===== config.mk =====
export PLATFORM = sky130hd
export DESIGN_NAME = sha1_stream_hasher_core
export DESIGN_NICKNAME = d
export VERILOG_FILES = /design/src/rtl/sha1sh_pkg.sv /design/src/rtl/sha1sh_front.sv /design/src/rtl/sha1sh_queue.sv /design/src/rtl/sha1sh_back.sv /design/src/rtl/sha1_stream_hasher_core.sv
export SDC_FILE = /design/constraint.sdc
export NUM_CORES = 2
export LEC_CHECK = 0
export BUFFER_PORTS_ARGS = -buffer_cell sky130_fd_sc_hd__buf_2
export CELL_PAD_IN_SITES_DETAIL_PLACEMENT = 1
export CELL_PAD_IN_SITES_GLOBAL_PLACEMENT = 2
export CORE_MARGIN = 1.5
export CORE_UTILIZATION = 47
export DETAILED_ROUTE_END_ITERATION = 8
export PLACE_DENSITY_LB_ADDON = 0.1
export REMOVE_ABC_BUFFERS = 1
export SLEW_MARGIN = 20
export SYNTH_ARGS = -nofsm -noshare
export SYNTH_HDL_FRONTEND = slang
export SYNTH_SLANG_ARGS = --single-unit

===== constraint.sdc =====
create_clock -name clk -period 106.2 [get_ports clk]
set_input_delay 0 -clock clk [delete_from_list [all_inputs] [get_ports clk]]
set_output_delay 0 -clock clk [all_outputs]
set_load 0.1 [all_outputs]

===== src/rtl/sha1sh_pkg.sv =====
`timescale 1ns / 1ps
`default_nettype none

package sha1sh_pkg;

  localparam int unsigned NumWords   = 16;
  localparam int unsigned NumBytes   = 64;
  localparam int unsigned NumRounds  = 80;
  localparam int unsigned NumDigest  = 5;
  localparam int unsigned QueueDepth = 2;

  localparam logic [31:0] IV0 = 32'h67452301;
  localparam logic [31:0] IV1 = 32'hefcdab89;
  localparam logic [31:0] IV2 = 32'h98badcfe;
  localparam logic [31:0] IV3 = 32'h10325476;
  localparam logic [31:0] IV4 = 32'hc3d2e1f0;

  localparam logic [31:0] K0 = 32'h5a827999;
  localparam logic [31:0] K1 = 32'h6ed9eba1;
  localparam logic [31:0] K2 = 32'h8f1bbcdc;
  localparam logic [31:0] K3 = 32'hca62c1d6;

  // first byte offset that no longer leaves room for the length
  localparam logic [5:0] LenOffset = 6'd56;
  localparam logic [5:0] LastByte  = 6'd63;
  localparam logic [6:0] LastRound = 7'd79;
  localparam logic [2:0] LastWord  = 3'd4;
  localparam logic [7:0] PadByte   = 8'h80;

  typedef logic [0:NumWords-1][31:0]  block_t;
  typedef logic [0:NumBytes-1][7:0]   block_bytes_t;
  typedef logic [0:NumDigest-1][31:0] chain_t;

  // one block handed from the front to the back
  typedef struct packed {
    logic   last_blk;
    block_t words;
  } job_t;

  typedef enum logic [1:0] {
    F_IDLE,
    F_FULL,
    F_PAD,
    F_LEN
  } front_state_t;

  typedef enum logic [1:0] {
    B_IDLE,
    B_ROUND,
    B_ADD,
    B_OUT
  } back_state_t;

  localparam chain_t ChainInit = {IV0, IV1, IV2, IV3, IV4};

  function automatic logic [31:0] round_k(input logic [6:0] rnd);
    logic [31:0] k;
    if (rnd < 7'd20)      k = K0;
    else if (rnd < 7'd40) k = K1;
    else if (rnd < 7'd60) k = K2;
    else                  k = K3;
    return k;
  endfunction

  function automatic logic [31:0] round_f(input logic [6:0] rnd, input logic [31:0] b,
                                          input logic [31:0] c, input logic [31:0] d);
    logic [31:0] f;
    if (rnd < 7'd20)      f = (b & c) ^ (~b & d);
    else if (rnd < 7'd40) f = b ^ c ^ d;
    else if (rnd < 7'd60) f = (b & c) ^ (b & d) ^ (c & d);
    else                  f = b ^ c ^ d;
    return f;
  endfunction

endpackage

`default_nettype wire


===== src/rtl/sha1sh_front.sv =====
`timescale 1ns / 1ps
`default_nettype none

module sha1sh_front (
  input  wire logic             clk,
  input  wire logic             rst_n,
  input  wire logic             in_valid,
  output logic                  in_ready,
  input  wire logic [7:0]       in_data_byte,
  input  wire logic             in_byte_present,
  input  wire logic             in_end_of_message,
  output logic                  push_valid,
  input  wire logic             push_ready,
  output sha1sh_pkg::job_t      push_job
);
  import sha1sh_pkg::*;

  front_state_t state_r, state_nxt;
  logic [63:0]  len_r, len_nxt;
  block_bytes_t blk_r, blk_nxt;
  logic         last_r, last_nxt;

  logic [5:0]   pos;
  block_bytes_t pad_bytes;
  block_t       pad_words;
  block_t       len_words;

  assign pos = len_r[8:3];

  // padded copy of the buffer: keep bytes below pos, marker at pos, zeros above
  always_comb begin
    for (int i = 0; i < NumBytes; i++) begin
      if (6'(i) < pos)       pad_bytes[i] = blk_r[i];
      else if (6'(i) == pos) pad_bytes[i] = PadByte;
      else                   pad_bytes[i] = 8'h00;
    end
    pad_words = block_t'(pad_bytes);
    pad_words[NumWords-2] = len_r[63:32];
    pad_words[NumWords-1] = len_r[31:0];
    len_words = '0;
    len_words[NumWords-2] = len_r[63:32];
    len_words[NumWords-1] = len_r[31:0];
  end

  always_comb begin
    state_nxt  = state_r;
    len_nxt    = len_r;
    blk_nxt    = blk_r;
    last_nxt   = last_r;
    in_ready   = 1'b0;
    push_valid = 1'b0;
    push_job   = '{last_blk: 1'b0, words: block_t'(blk_r)};
    unique case (state_r)
      F_IDLE: begin
        in_ready = 1'b1;
        if (in_valid) begin
          last_nxt = in_end_of_message;
          if (in_byte_present) begin
            blk_nxt[pos] = in_data_byte;
            len_nxt      = len_r + 64'd8;
          end
          if (in_byte_present && pos == LastByte) state_nxt = F_FULL;
          else if (in_end_of_message)             state_nxt = F_PAD;
        end
      end
      F_FULL: begin
        push_valid = 1'b1;
        if (push_ready) state_nxt = last_r ? F_PAD : F_IDLE;
      end
      F_PAD: begin
        push_valid = 1'b1;
        if (pos >= LenOffset) begin
          push_job = '{last_blk: 1'b0, words: block_t'(pad_bytes)};
          if (push_ready) state_nxt = F_LEN;
        end else begin
          push_job = '{last_blk: 1'b1, words: pad_words};
          if (push_ready) begin
            len_nxt   = '0;
            state_nxt = F_IDLE;
          end
        end
      end
      F_LEN: begin
        push_valid = 1'b1;
        push_job   = '{last_blk: 1'b1, words: len_words};
        if (push_ready) begin
          len_nxt   = '0;
          state_nxt = F_IDLE;
        end
      end
      default: state_nxt = F_IDLE;
    endcase
  end

  always_ff @(posedge clk) begin
    if (!rst_n) begin
      state_r <= F_IDLE;
      len_r   <= '0;
      last_r  <= 1'b0;
    end else begin
      state_r <= state_nxt;
      len_r   <= len_nxt;
      last_r  <= last_nxt;
    end
  end

  always_ff @(posedge clk) begin
    blk_r <= blk_nxt;
  end

endmodule

`default_nettype wire


===== src/rtl/sha1sh_queue.sv =====
`timescale 1ns / 1ps
`default_nettype none

module sha1sh_queue (
  input  wire logic         clk,
  input  wire logic         rst_n,
  input  wire logic         push_valid,
  output logic              push_ready,
  input  sha1sh_pkg::job_t  push_job,
  output logic              pop_valid,
  input  wire logic         pop_ready,
  output sha1sh_pkg::job_t  pop_job
);
  import sha1sh_pkg::*;

  localparam int unsigned PtrW = $clog2(QueueDepth);

  job_t              mem_r [QueueDepth];
  logic [PtrW-1:0]   wr_ptr_r, rd_ptr_r;
  logic [PtrW:0]     count_r;
  logic              do_push, do_pop;

  assign push_ready = (count_r != (PtrW+1)'(QueueDepth));
  assign pop_valid  = (count_r != '0);
  assign pop_job    = mem_r[rd_ptr_r];
  assign do_push    = push_valid && push_ready;
  assign do_pop     = pop_valid && pop_ready;

  always_ff @(posedge clk) begin
    if (!rst_n) begin
      wr_ptr_r <= '0;
      rd_ptr_r <= '0;
      count_r  <= '0;
    end else begin
      if (do_push) wr_ptr_r <= wr_ptr_r + PtrW'(1);
      if (do_pop)  rd_ptr_r <= rd_ptr_r + PtrW'(1);
      if (do_push && !do_pop)      count_r <= count_r + (PtrW+1)'(1);
      else if (!do_push && do_pop) count_r <= count_r - (PtrW+1)'(1);
    end
  end

  always_ff @(posedge clk) begin
    if (do_push) mem_r[wr_ptr_r] <= push_job;
  end

endmodule

`default_nettype wire


===== src/rtl/sha1sh_back.sv =====
`timescale 1ns / 1ps
`default_nettype none

module sha1sh_back (
  input  wire logic         clk,
  input  wire logic         rst_n,
  input  wire logic         pop_valid,
  output logic              pop_ready,
  input  sha1sh_pkg::job_t  pop_job,
  output logic              out_valid,
  input  wire logic         out_ready,
  output logic [31:0]       out_digest_word,
  output logic [2:0]        out_word_number,
  output logic              out_digest_done
);
  import sha1sh_pkg::*;

  back_state_t state_r, state_nxt;
  block_t      win_r, win_nxt;
  chain_t      vars_r, vars_nxt;
  chain_t      chain_r, chain_nxt;
  logic [6:0]  rnd_r, rnd_nxt;
  logic        last_r, last_nxt;
  logic [2:0]  idx_r, idx_nxt;

  logic        ovalid_r, ovalid_nxt;
  logic [31:0] oword_r, oword_nxt;
  logic [2:0]  onum_r, onum_nxt;
  logic        odone_r, odone_nxt;

  logic [31:0] sched_new, temp;

  // rolling 16-word schedule window and one round of the working variables
  always_comb begin
    logic [31:0] x;
    x         = win_r[13] ^ win_r[8] ^ win_r[2] ^ win_r[0];
    sched_new = {x[30:0], x[31]};
    temp      = {vars_r[0][26:0], vars_r[0][31:27]}
              + round_f(rnd_r, vars_r[1], vars_r[2], vars_r[3])
              + vars_r[4] + round_k(rnd_r) + win_r[0];
  end

  always_comb begin
    state_nxt  = state_r;
    win_nxt    = win_r;
    vars_nxt   = vars_r;
    chain_nxt  = chain_r;
    rnd_nxt    = rnd_r;
    last_nxt   = last_r;
    idx_nxt    = idx_r;
    ovalid_nxt = ovalid_r;
    oword_nxt  = oword_r;
    onum_nxt   = onum_r;
    odone_nxt  = odone_r;
    pop_ready  = 1'b0;

    if (ovalid_r && out_ready) ovalid_nxt = 1'b0;

    unique case (state_r)
      B_IDLE: begin
        pop_ready = 1'b1;
        if (pop_valid) begin
          win_nxt   = pop_job.words;
          last_nxt  = pop_job.last_blk;
          vars_nxt  = chain_r;
          rnd_nxt   = '0;
          state_nxt = B_ROUND;
        end
      end
      B_ROUND: begin
        win_nxt  = {win_r[1:NumWords-1], sched_new};
        vars_nxt = {temp, vars_r[0], {vars_r[1][1:0], vars_r[1][31:2]},
                    vars_r[2], vars_r[3]};
        rnd_nxt  = rnd_r + 7'd1;
        if (rnd_r == LastRound) state_nxt = B_ADD;
      end
      B_ADD: begin
        for (int i = 0; i < NumDigest; i++) chain_nxt[i] = chain_r[i] + vars_r[i];
        idx_nxt   = '0;
        state_nxt = last_r ? B_OUT : B_IDLE;
      end
      B_OUT: begin
        if (!ovalid_r || out_ready) begin
          ovalid_nxt = 1'b1;
          oword_nxt  = chain_r[idx_r];
          onum_nxt   = idx_r;
          odone_nxt  = (idx_r == LastWord);
          if (idx_r == LastWord) begin
            chain_nxt = ChainInit;
            state_nxt = B_IDLE;
          end else begin
            idx_nxt = idx_r + 3'd1;
          end
        end
      end
      default: state_nxt = B_IDLE;
    endcase
  end

  always_ff @(posedge clk) begin
    if (!rst_n) begin
      state_r  <= B_IDLE;
      chain_r  <= ChainInit;
      ovalid_r <= 1'b0;
    end else begin
      state_r  <= state_nxt;
      chain_r  <= chain_nxt;
      ovalid_r <= ovalid_nxt;
    end
  end

  always_ff @(posedge clk) begin
    win_r   <= win_nxt;
    vars_r  <= vars_nxt;
    rnd_r   <= rnd_nxt;
    last_r  <= last_nxt;
    idx_r   <= idx_nxt;
    oword_r <= oword_nxt;
    onum_r  <= onum_nxt;
    odone_r <= odone_nxt;
  end

  assign out_valid       = ovalid_r;
  assign out_digest_word = oword_r;
  assign out_word_number = onum_r;
  assign out_digest_done = odone_r;

endmodule

`default_nettype wire


===== src/rtl/sha1_stream_hasher_core.sv =====
`timescale 1ns / 1ps
`default_nettype none

// sha-1 digest of a byte stream. each input request carries one message byte
// (when in_byte_present is high) and an end flag; the end request may carry a
// final byte or none, and an end request with no bytes before it hashes the
// empty message. a front stage packs bytes big-endian into a 64-byte buffer at
// one request per cycle and, on a full block or on the end flag, hands whole
// blocks (padding and the 64-bit bit length added) to a two-block queue. a back
// stage loads each block, runs the 80 rounds of the compression at one round
// per cycle and then adds the result into the chaining value. in_ready drops
// for one cycle at each full-block hand-off and stays low while a block waits
// on a full queue. after the end request the front builds one padding block,
// or two when the last bytes leave no room for the length, and in_ready stays
// low until the queue has taken them. after the last block the five digest
// words leave in order on the out_ channel, word 0 first, with out_digest_done
// high on word 4, through an output register, then the chaining value returns
// to its initial constants so the next request starts a new message. the next
// message's bytes may be taken while a digest is still being delivered.
module sha1_stream_hasher_core (
  input  wire logic        clk,
  input  wire logic        rst_n,
  // input requests
  input  wire logic        in_valid,
  output logic             in_ready,
  input  wire logic [7:0]  in_data_byte,
  input  wire logic        in_byte_present,
  input  wire logic        in_end_of_message,
  // digest words
  output logic             out_valid,
  input  wire logic        out_ready,
  output logic [31:0]      out_digest_word,
  output logic [2:0]       out_word_number,
  output logic             out_digest_done
);
  import sha1sh_pkg::*;

  // block hand-off between front and back
  logic push_valid, push_ready;
  logic pop_valid, pop_ready;
  job_t push_job, pop_job;

  // byte packing, length count and padding
  sha1sh_front u_front (
    .clk              (clk),
    .rst_n            (rst_n),
    .in_valid         (in_valid),
    .in_ready         (in_ready),
    .in_data_byte     (in_data_byte),
    .in_byte_present  (in_byte_present),
    .in_end_of_message(in_end_of_message),
    .push_valid       (push_valid),
    .push_ready       (push_ready),
    .push_job         (push_job)
  );

  // two whole blocks of slack so the front keeps taking bytes during rounds
  sha1sh_queue u_queue (
    .clk       (clk),
    .rst_n     (rst_n),
    .push_valid(push_valid),
    .push_ready(push_ready),
    .push_job  (push_job),
    .pop_valid (pop_valid),
    .pop_ready (pop_ready),
    .pop_job   (pop_job)
  );

  // 80-round compression, chaining value and digest output
  sha1sh_back u_back (
    .clk            (clk),
    .rst_n          (rst_n),
    .pop_valid      (pop_valid),
    .pop_ready      (pop_ready),
    .pop_job        (pop_job),
    .out_valid      (out_valid),
    .out_ready      (out_ready),
    .out_digest_word(out_digest_word),
    .out_word_number(out_word_number),
    .out_digest_done(out_digest_done)
  );

endmodule

`default_nettype wire


# Word-level counts from Yosys, hierarchy flattened
# Memory sizes are Yosys's and may differ from the RTL's. A register that Yosys moved wholly into a read port is not among the register bits.
# Index checks and enable logic that the tools add are counted.
# totals
reg_bits	1465
ram_bits	1026
inputBits	14
out_inout_bits	38
wordCells	507
memories	1
# mem_list
memory	words	word_bits	read_ports	rd_clocked_by_memory_dff	write_ports	line_no	source
u_queue.mem_r	2	513	1	1	1	sha1sh_queue.sv:18	job_t mem_r [QueueDepth];
# op_classes
addsub	16
order_cmp	71
eq_ne	84
muxes	186
n_bitwise	15
reduce_logical	30
# ops
operator	count
8-bit two-way mux	129
513-bit one-hot mux with 2 select lines	1
512-bit one-hot mux with 2 select lines	1
160-bit one-hot mux with 2 select lines	2
513-bit two-way mux	1
512-bit bitwise mux	1
512-bit two-way mux	1
160-bit two-way mux	3
32-bit adder	9
64-bit two-way mux	4
32-bit XOR	8
32-bit two-way mux	7
6-bit == test (first input constant)	32
6-bit < comparator (first input constant)	32
64-bit one-hot mux with 3 select lines	1
32-bit AND	4
32-bit binary-select mux with 3-bit select	1
5-bit by 6-bit == test with 1-bit output (first input constant)	16
5-bit by 6-bit < comparator with 1-bit output (first input constant)	16
64-bit by 4-bit adder with 64-bit output (second input constant)	1
8-bit demux with 6-bit select	1
4-bit by 6-bit == test with 1-bit output (first input constant)	8
4-bit by 6-bit < comparator with 1-bit output (first input constant)	8
32-bit NOT	1
46 further kinds	114

# Logic depth before layout (Yosys ltp)
# depth
depth_word	11
mapped_depth	26
mapped_depth_nobuf	24

# Modules after synthesis
# A second synthesis with hierarchy kept.
# hier_totals
hier_cells	8747
area_unflattened_um2	112988.4
# modules_own_cells
module	instances	cells_each	area_per_inst_um2	seq_area_each_um2
sha1sh_back	1	5283	49702.7	24853.8
sha1sh_queue	1	1620	39319.0	30909.6
sha1sh_front	1	1844	23966.7	16656.0

# Worst setup path before layout
# No wires, ideal clock.
# synth_timing
path_type	register -> register
start	reg u_front.state_r[1]
end	reg u_queue.wr_ptr_r
setup_ns	0.184
arrival_ns	37.839
t_required_ns	106.016
slack_ns	68.177
path_stages_with_launch	5
n_path_buf	1
synth_period_minus_slack_ns	38.023
path_cell_list	dfxtp_1 clkbuf_1 nor2_1 nor3_1 o21a_1
# synth_between
elab_chain_len	4
word_cells_on_any_way	6
cone_classes	eq/ne: 3; mux: 1; reduce/logical: 2
# synth_rtl
item	line_no	source
start: declaration	sha1sh_front.sv:18	front_state_t state_r, state_nxt;
start signal: assignment	sha1sh_front.sv:101	state_r <= state_nxt;
2-bit by 1-bit == test with 1-bit output / 2-bit == test (equally long branches)	sha1sh_front.sv:53	unique case (state_r)
3-bit OR reduction (no source line) (*)	n/a	
1-bit two-way mux (*)	sha1sh_front.sv:53	
1-bit logical AND (*)	sha1sh_queue.sv:26	assign do_push = push_valid && push_ready;
end signal: assignment	sha1sh_queue.sv:35	if (do_push) wr_ptr_r <= wr_ptr_r + PtrW'(1);
end: declaration	sha1sh_queue.sv:19	logic [PtrW-1:0] wr_ptr_r, rd_ptr_r;
# Mark *: on every way between the ends. The rest lies on a longest branch, timed or not.
# A chain may end at the register's enable or synchronous reset.

==> impl_metrics.json <==
{
  "die_y_microns": 484,
  "io_buffers": 51,
  "num_rows": 176,
  "hold_start": "rst_n",
  "synthArstFlopShare": 0,
  "place.gp.congestion": 0.891,
  "vias": 66500,
  "worstPathArrival_ns": 8.75,
  "start_util": 0.473,
  "drv_slew": 0,
  "multi_input_area_sq_um": 34100,
  "ctsHoldBuffers": 16,
  "crit_path_start": "u_back.rnd_r[3]$_SDFFCE_PN0P_",
  "cts.path.max_buffers": 4,
  "fill_cells": 22500,
  "cts_tree": "done",
  "synth_top_area_frac": 0.623,
  "cp_top_family": "compound AO/OA/AOI/OAI gates",
  "clkTransAtPathRegs_ns": 0.06,
  "final.setup_skew_ns": 0.0776,
  "ys_warn_count": 0,
  "slew_headroom": 0.200,
  "setup_viol": 0,
  "r2r_end": "u_back.vars_r[158]$_DFFE_PP_",
  "required_ns": 106.86,
  "synth_cells": 8189,
  "power.density_nw_per_um2": 36.5,
  "holdCritPathClass": "in2reg",
  "cts_root_buffer": "clkbuf_16",
  "hold_ws_ns": 0.0971,
  "drt_iter0_drc": 4976,
  "cts_setup_buffers": 0,
  "areaGrowthSynthToFinish_pct": 12.0,
  "ir_worst_vdd_v": 0.0000402,
  "grt.total_usage": 0.265,
  "path_class": "reg2reg",
  "fmax_ghz": 0.124,
  "drive_above_1_share": 0.0825,
  "syn_avg_cell_area_sq_um": 13.3,
  "dieArea_sq_um": 234000,
  "ys_seq_area_frac": 0.666,
  "crit_buf_inv": 6,
  "cp-end-kind": "register",
  "synth_area_leaders": "edfxtp_1, mux2i_1, nand2_1",
  "antenna_found_initial": 9,
  "cts_resized": 0,
  "cts_buffers": 288,
  "drc_errors": 0,
  "placed_cell_area_sq_um": 113000,
  "worst_path_largest_cell_delay_ns": 0.61,
  "finalCritPeriodShare": 0.0762,
  "crit_slowest_cell": "a221oi_2",
  "power_leakage_uw": 0.0422,
  "rrSetupSlack_ns": 98.11,
  "hpwl_microns": 203000,
  "drtPass1Iterations": 5,
  "ant_nets": 0,
  "syn_area_sq_um": 109000,
  "worstPathMaxFanout": 35,
  "rsz0062_at_grt": "no",
  "worstSkewPairLatency_ns": 0.96,
  "worstReg2RegStart": "u_back.rnd_r[3]$_SDFFCE_PN0P_",
  "yosys.cell_types.count": 94,
  "grt_max_degree": 227,
  "design_area_sq_um": 122000,
  "max_slew.worst_pin.slew_ns": 1.20,
  "synth-edff-count": 2257,
  "synth_area_leader_cell": "edfxtp_1",
  "htreeDepth": 5,
  "cts.sinks": 2489,
  "final-seq-area_sq_um": 72400,
  "wirelength_microns": 312000,
  "grt_pass1_wl_microns": 464000,
  "start_kind": "register",
  "worstSetupEndpoint": "u_back.vars_r[158]$_DFFE_PP_",
  "reg2reg_depth": 24,
  "final.setup.tns_ns": 0,
  "routed_via_density": 5.75,
  "ys.flop_type": "edfxtp_1",
  "layout.nets": 8657,
  "ios": 52,
  "path_depth": 24,
  "maxCapViolations": 0,
  "grt_overflow": 0,
  "fin_crit_ns": 8.09,
  "wire_per_inst_microns": 27.0,
  "core_sq_um": 230000,
  "outcome": "complete, no violations",
  "dp.cells": 11000,
  "finalHoldViolCount": 0,
  "synth_seq_cells": 2489,
  "cp_cell_sequence": "a41oi_1, inv_1, nor2_1, inv_2, buf_4, nand2_1, buf_4, o221a_2, fa_1, fa_1, inv_1, fa_1, inv_1, ha_1, a211oi_1, nor2_1, o41a_1, a21oi_1, o21ai_1, a221oi_2, o21ai_1, a211oi_1, mux2i_1, nand3_1",
  "final_cell_count_no_fill": 11600,
  "grt_pass1_vias": 70300,
  "die_x_microns": 484
}
==> layer usage <==
metal	vias to the layer above	track usage	share of wire	wire length, microns
li1	30200	-	-	-
met1	34400	0.356	0.44	138000
met2	1452	0.453	0.49	154000
met3	417	0.0309	0.039	12300
met4	0	0.0752	0.026	8190
met5	-	0	0	0
==> flip-flops by register name, indices dropped and copies added (netlist names), 3 cells and up, named ones only <==
| signal | count |
|---|---|
| u_back.idx_r | 3 |
| u_back.out_word_number | 3 |
| u_front.len_r | 61 |
| u_back.vars_r | 160 |
| u_queue.mem_r | 1026 |
| u_front.blk_r | 512 |
| u_back.win_r | 512 |
| u_back.out_digest_word | 32 |
| u_back.rnd_r | 7 |
| u_back.chain_r | 160 |
==> synthesized netlist by cell type (16+ instances only) <==
library cell	instances
nand3_1	70
nand4_1	20
o21bai_1	20
ha_1	199
nand2b_1	33
nand2_1	1243
o21ai_0	755
clkbuf_1	328
nor2b_1	124
o221a_2	23
buf_1	27
o21a_1	24
a22o_1	67
o22ai_1	49
and3_1	30
a21o_1	77
nor2_1	286
xnor2_1	165
a31oi_1	23
or3_1	47
nor3_1	50
dfxtp_1	232
mux2i_1	551
xor2_1	126
o31ai_1	27
a21oi_1	216
mux4_2	32
edfxtp_1	2257
a22oi_1	54
inv_1	264
a211oi_1	25
o21ai_1	16
fa_1	124
and2_1	375
==> placed cells by master, fill, tap and decap left out, types with 49 or more instances in the layout <==
master     instances
edfxtp_1        2257
clkbuf_1          66
a22oi_1           54
nor2_1           276
buf_4            132
dfxtp_1          228
a21o_1            77
o21ai_0          746
a22o_1            67
a21oi_1          215
nand2_1         1239
o22ai_1           49
clkbuf_16        294
and2_1           372
inv_1            264
mux2i_1          551
ha_1             199
xor2_1           126
fa_1             124
xnor2_1          165
nor2b_1          121
nand3_1           70
==> per-stage QoR <==
step | worst slack, ns | util | total power (uW)
finish | 98.11 | 0.530 | 4440
CTS | 97.96 | 0.530 | 4470
global route | 97.52 | 0.530 | 4770
detailed placement | 98.01 | 0.490 | 3500
floorplan | 67.01 | - | 3310
global placement | 98.11 | 0.490 | 3460
==> layout make-up <==
type | instances | share of cell area
flip-flops and latches | 2489 | 0.595
multi-input cells | 5071 | 0.280
clock buffers | 376 | 0.0643
well taps | 3026 | 0.0311
repair buffers | 202 | 0.0130
clock inverters | 119 | 0.00862
inverters | 268 | 0.00826
diodes | 4 | 0.0000822
==> logic make-up (layout without fill, tap and decap cells) <==
logic type	Yosys count	count (layout)	share of synthesized area
simple gates	2350	2350	0.100
compound gates	1521	1521	0.0851
other cells	0	4	0
flops	2489	2489	0.666
mux	586	586	0.0577
xor+xnor	291	291	0.0234
buf+inv	629	965	0.0218
fa+ha+maj	323	323	0.0457
==> how the worst min path moves through the flow <==
| stage | slack [ns] | end | cells after the start |
|---|---|---|---|
| 3_3_place_gp | 0.32 | u_front.last_r$_SDFFE_PN0P_ | 3 |
| 2_1_floorplan | 0.06 | u_back.chain_r[105]$_SDFFE_PN1P_ | 1 |
| 4_1_cts | 0.05 | u_back.chain_r[56]$_SDFFE_PN0P_ | 3 |
| 6_report | 0.1 | u_back.chain_r[82]$_SDFFE_PN0P_ | 3 |
| 3_5_place_dp | 0.34 | u_front.last_r$_SDFFE_PN0P_ | 3 |
| 5_1_grt | 0.09 | u_front.blk_r[177]$_DFFE_PP_ | 2 |
==> worst reg2reg max path: stages, from the launching register on <==
cell      delay (ns)
edfxtp_1        0.50
a41oi_1         0.57
inv_1           0.39
nor2_1          0.38
inv_2           0.05
buf_4           0.26
nand2_1         0.26
buf_4           0.39
o221a_2         0.31
fa_1            0.45
fa_1            0.51
inv_1           0.05
fa_1            0.57
inv_1           0.07
ha_1            0.31
a211oi_1        0.24
nor2_1          0.12
o41a_1          0.38
a21oi_1         0.29
o21ai_1         0.21
a221oi_2        0.61
o21ai_1         0.29
a211oi_1        0.33
mux2i_1         0.22
nand3_1         0.08
==> report_power, final <==
part / switching, uW / total [uW] / internal, uW
Clock: 389 / 949 / 560
Sequential: 141 / 1480 / 1340
Combinational: 1230 / 2010 / 784
Total: 1760 / 4440 / 2680
Note: power is estimated with default switching activity, not from simulation.
